**config.mk**
```make
export PLATFORM = sky130hd
export DESIGN_NAME = bmpc_ctrl
export DESIGN_NICKNAME = d
export VERILOG_FILES = /design/src/rtl/bmpc_pkg.sv /design/src/rtl/bmpc_ctrl.sv
export SDC_FILE = /design/constraint.sdc
export NUM_CORES = 1
export LEC_CHECK = 0
export BUFFER_PORTS_ARGS = -buffer_cell sky130_fd_sc_hd__buf_2
export CORE_AREA = 2 2 39 41
export DETAILED_ROUTE_END_ITERATION = 16
export DIE_AREA = 0 0 41 43
export GPL_TIMING_DRIVEN = 0
export HOLD_SLACK_MARGIN = 0.1
export SLEW_MARGIN = 20
export SYNTH_ARGS = -nofsm -noshare
export SYNTH_HDL_FRONTEND = slang
export SYNTH_SLANG_ARGS = --single-unit
```
**constraint.sdc**
```tcl
create_clock -name i_clk -period 0.99 [get_ports i_clk]
set_input_delay 0.099 -clock i_clk [delete_from_list [all_inputs] [get_ports i_clk]]
set_output_delay 0.099 -clock i_clk [all_outputs]
set_load 0.005 [all_outputs]
```
**src/rtl/bmpc_pkg.sv**
```systemverilog
// bmpc_pkg: shared types and constants of the banded min-path cost accumulator.
// No dependencies; imported by the interfaces and all rtl modules.
package bmpc_pkg;

    localparam int COST_W = 32;   // signed Q23.8 cost
    localparam int ROW_W  = 10;   // row index and band bounds
    localparam int MD_W   = 5;    // row step limit register
    localparam int NPC_W  = 31;   // no_path_cost register
    localparam int CFG_IDX_W  = 1;
    localparam int CFG_DATA_W = NPC_W;

    localparam logic [CFG_IDX_W-1:0] REG_ROW_STEP     = 1'd0;
    localparam logic [CFG_IDX_W-1:0] REG_NO_PATH_COST = 1'd1;

    localparam logic [MD_W-1:0]  ROW_STEP_RST     = 5'd5;
    localparam logic [NPC_W-1:0] NO_PATH_COST_RST = 31'h7FFF_FFFF;

    // controller -> datapath
    typedef struct packed {
        logic in_ready;
        logic load;
        logic setup;
        logic scan;
        logic sum;
        logic emit;
        logic copy;
    } t_cmd;

    // datapath -> controller
    typedef struct packed {
        logic in_band;
        logic any_pred;
        logic scan_last;
        logic out_free;
        logic col_end;
        logic copy_last;
    } t_sts;

endpackage

```
**src/rtl/bmpc_ctrl.sv**
```systemverilog
// bmpc_ctrl: sequencer for one pixel transaction (setup, window scan, sum, emit, column copy).
// Depends on bmpc_pkg (t_cmd, t_sts).
module bmpc_ctrl import bmpc_pkg::*; (
    input  logic i_clk,
    input  logic i_rst_n,
    input  logic i_in_valid,
    input  t_sts i_sts,
    output t_cmd o_cmd
);

    typedef enum logic [2:0] {
        S_IDLE,
        S_SETUP,
        S_CHECK,
        S_SCAN,
        S_DRAIN,
        S_SUM,
        S_EMIT,
        S_COPY
    } t_state;

    t_state r_state, n_state;
    logic   r_copy_end, n_copy_end;

    always_comb begin
        n_state    = r_state;
        n_copy_end = 1'b0;
        o_cmd      = '0;
        case (r_state)
            S_IDLE: begin
                o_cmd.in_ready = 1'b1;
                if (i_in_valid) begin
                    o_cmd.load = 1'b1;
                    n_state    = S_SETUP;
                end
            end
            S_SETUP: begin
                o_cmd.setup = 1'b1;
                n_state     = S_CHECK;
            end
            S_CHECK: begin
                n_state = (i_sts.in_band && i_sts.any_pred) ? S_SCAN : S_SUM;
            end
            S_SCAN: begin
                o_cmd.scan = 1'b1;
                if (i_sts.scan_last) begin
                    n_state = S_DRAIN;
                end
            end
            S_DRAIN: begin
                n_state = S_SUM;   // last read data lands in the min compare
            end
            S_SUM: begin
                o_cmd.sum = 1'b1;
                n_state   = S_EMIT;
            end
            S_EMIT: begin
                if (i_sts.out_free) begin
                    o_cmd.emit = 1'b1;
                    n_state    = i_sts.col_end ? S_COPY : S_IDLE;
                end
            end
            S_COPY: begin
                // copy sweep; the r_copy_end pass lets the final prior write land
                if (r_copy_end) begin
                    n_state = S_IDLE;
                end else begin
                    o_cmd.copy = 1'b1;
                    n_copy_end = i_sts.copy_last;
                end
            end
            default: begin
                n_state = S_IDLE;
            end
        endcase
    end

    always_ff @(posedge i_clk) begin
        if (!i_rst_n) begin
            r_state    <= S_IDLE;
            r_copy_end <= 1'b0;
        end else begin
            r_state    <= n_state;
            r_copy_end <= n_copy_end;
        end
    end

    a_one_item: assert property (@(posedge i_clk) disable iff (!i_rst_n)
        o_cmd.load |=> !o_cmd.in_ready)
        else $error("new transaction accepted while one is in work");

    a_emit_free: assert property (@(posedge i_clk) disable iff (!i_rst_n)
        o_cmd.emit |-> i_sts.out_free)
        else $error("result emitted over a pending output");

    a_scan_band: assert property (@(posedge i_clk) disable iff (!i_rst_n)
        o_cmd.scan |-> (i_sts.in_band && i_sts.any_pred))
        else $error("window scan without an in-band pixel");

endmodule

```
==> results list <==
- Met1 usage in global routing: 0.1226
* Max-slew violation count: 0
- In the final layout, the multi-input gates occupy about 290 µm².
* Share of the synthesized area in compound gates (AO/OA/AOI/OAI): 0.1984
* Result of the run: finished with violations
* Antenna diode count: 0
* Number of primary I/O pins: 16
- Clock-pin slew was measured on the worst setup and hold paths at roughly 0.040 ns.
- Violated checks: negative setup slack
- Total half-perimeter wirelength after legalization and detailed placement: 538.8 µm
- After detailed routing, the number of vias per cell comes to 4.537.
* Xor and xnor fraction of the mapped netlist area: 0
* Count of nets left with antenna violations after detail routing: 0
- After layout, the worst setup slack is -0.2172 ns.
* Min Hold Slack: 0.1670 ns
- Yosys top cell area share: 0.2540
- Maximum number of pins on one net before global-route repair: 9
* Clock root buffer master: sky130_fd_sc_hd__clkbuf_4
* Layer with the highest usage after global routing: met2
* Layout cells sized above 1: 0.7121
* Number of unique standard cell types used by synthesis: 23
* Type of the worst setup path: reg -> out
- Wire length of the first global-routing pass: 1.345 mm
- Power spread over the standard cell area amounts to 1149 nW/µm².
- Buffers inserted during clock tree synthesis total 3.
- For this run, global-route usage on met3 was measured as 0.01571.
- Gr usage total: 0.1166
- RSZ-0062 raised after global routing: yes
- Of the total synthesized cell area, the portion taken by full adders, half adders and majority gates is 0.
- Area used by sequential logic in the layout: 86.33 µm²
- Fin crit period: around 1.2 ns
- The first TritonRoute pass finished after 2 iterations.
- For this design the static power due to leakage is roughly 0.27 nW.
* Synth Net Count: 48
* Most frequent cells in the layout: sky130_fd_sc_hd__buf_2, sky130_fd_sc_hd__buf_4
- Starting density of the core: 0.2278
- Most frequent standard cell in the layout excluding fill and tap cells: sky130_fd_sc_hd__buf_2
- Count of synthesis-stage warnings from yosys: 0
- Measured against its own limit, the worst slew margin works out to 0.8346.
- Yosys reg bits: 4
- Synthesis produced a netlist whose cell count is 39.
* Die area: around 1800 µm²
* Nature of the critical path startpoint: register
- Total power for the finished layout comes to 0.6998 mW.
- Summed over all layers, the routed wires come to between 800 and 900 µm.
- By area the synthesized netlist is led by sky130_fd_sc_hd__dfxtp_1, sky130_fd_sc_hd__buf_6, sky130_fd_sc_hd__nor2_1.
* Number of remaining DRC errors: 0
* # port buffers: 15
* Number of placement rows: 14
- Synth Cell Area: 315.3 µm²
- Sink count of the clock tree: 4
- The number of global-route vias before repair was 349.
* Global Route met2 Usage: 0.1875
* Final nets: 77
* Clock tree from TritonCTS: built
* Post-synthesis to final-layout area growth: 93.25%
* Final count of hold timing violations: 0
* Sequential area share after synthesis: 0.2540
- Share of cell area taken by muxes after synthesis: 0.03175
- Setup violations remaining at the end of the flow were counted as 11.
- STA puts the critical path data arrival time at 1.11 ns.
* Class of the tightest hold or removal check: in -> reg
* Number of antenna violations at the first check in global routing: 0
- Across the routed clock network, the largest skew measured is about 0.0029 ns.
- Worst ir drop on vdd: 0.0004416 V
- Across the run, the number of max-cap violations was 0.
- Die Width: between 40 and 50 µm
* Skew-Pair Late Insertion Delay: about 0.23 ns
- Global placer's final weighted congestion: just under 0.7
- Std-Cell Core Area: ~1400 µm²
- Post-Syn Area per Cell: 8.085 µm²
- Die height: 43 µm
* Maximum buffer depth of the clock tree: 2
- Routed length per placed instance: approximately 11 µm
- For this run the aggregate overflow at the end of global routing stands at 0.
* Slew at the pin with the worst max-slew slack: between 0.2 and 0.25 ns
* DRT iter0 DRCs: 3
- The biggest area contributor in the post-synthesis netlist is sky130_fd_sc_hd__dfxtp_1.
* Vias post-DR: between 300 and 400
* Fraction of the cycle the final worst path needs: 1.219
- Req. time, crit path: 0.89 ns
* Number of fillers in the final layout: 149
- Highest attainable clock frequency: a little over 800 MHz
- Number of H-tree branching levels: 1
- Of the total synthesized cell area, the portion taken by AND, OR, NAND and NOR gates is 0.4087.
- CP max FO: 8
* Type of element capturing the critical path: output port
- Main combinational cell family by area after synthesis: simple AND/OR/NAND/NOR gates
[worst max-delay path, cell delays in order, from the launching register on]
cell                      delay [ns]
sky130_fd_sc_hd__dfxtp_2        0.32
sky130_fd_sc_hd__buf_8          0.14
sky130_fd_sc_hd__nand2_2        0.10
sky130_fd_sc_hd__nor3b_2        0.18
sky130_fd_sc_hd__buf_2          0.13
[where the power goes]
group          switching, mW  internal (mW)
Clock                 0.0599          0.135
Combinational          0.143          0.168
Sequential            0.0155          0.179
[state kept, by name, summed over array words and instances (netlist names)]
| signal | count |
|---|---|
| r_copy_end | 1 |
| r_state | 3 |
[final cells by class]
type,count,share of cell area
buffer,3,0.07392
multi-input combinational,31,0.4682
timing repair buffer,24,0.2402
inverter,1,0.006160
tap,16,0.03285
clock buffer,3,0.03696
sequential,4,0.1417
[metal layers]
| layer | vias to the layer above | share of wire |
|---|---|---|
| met3 | 0 | 0.058 |
| met4 | 0 | 0 |
| met1 | 168 | 0.38 |
| li1 | 193 | - |
| met5 | - | 0 |
| met2 | 11 | 0.56 |
[cells by family (layout without fill, tap and decap cells)]
kind of cell,count (synthesis),after routing
AND/OR/NAND/NOR,22,22
flip-flops,4,4
AO/OA/AOI/OAI,8,8
multiplexers,1,1
buffers and inverters,4,31
[synthesized netlist by cell type (all sizes together)]
cell type and n:
and3 1, nor3 4, o211a 1, nor4 1, dfxtp 4, inv 1
nor2 5, o21a 1, o221ai 1, a211oi 1, mux2i 1, a21boi 1
nor2b 2, a31oi 1, buf 3, o21ai 2, nand2 5, and2 2
nor3b 2
[final timing paths]
path	from	to	slack, ns	depth (start not counted)
min	i_rst_n	r_state[2]	0.17	3
max reg2reg	r_state[0]	r_state[2]	-0.16	5
max	r_state[1]	o_cmd[1]	-0.22	4
min reg2reg	r_state[1]	r_state[1]	0.67	3
[through the flow]
step                      setup WS [ns]    util  TNS (ns)  instances  area (µm²)
after floorplan                -0.03064       -  -0.06306         39       334.1
after global placement          -0.1207  0.3101   -0.3556         70       429.2
after detailed placement        -0.1435  0.3101   -0.4563         70       429.2
after CTS                       -0.2023  0.3906    -1.586         80       540.5
after global routing            -0.2785  0.4403    -2.382         82       609.3
final                           -0.2172  0.4403    -1.644         82       609.3
[what timing repair did]
item	CTS	global route
resized for setup	12	12
setup endpoints to repair	11	11
hold endpoints to repair	1	0
setup buffers	5	3
cloned	1	0
pin swaps	3	11
hold buffers	1	0
Power figures use the tool's default switching activity.
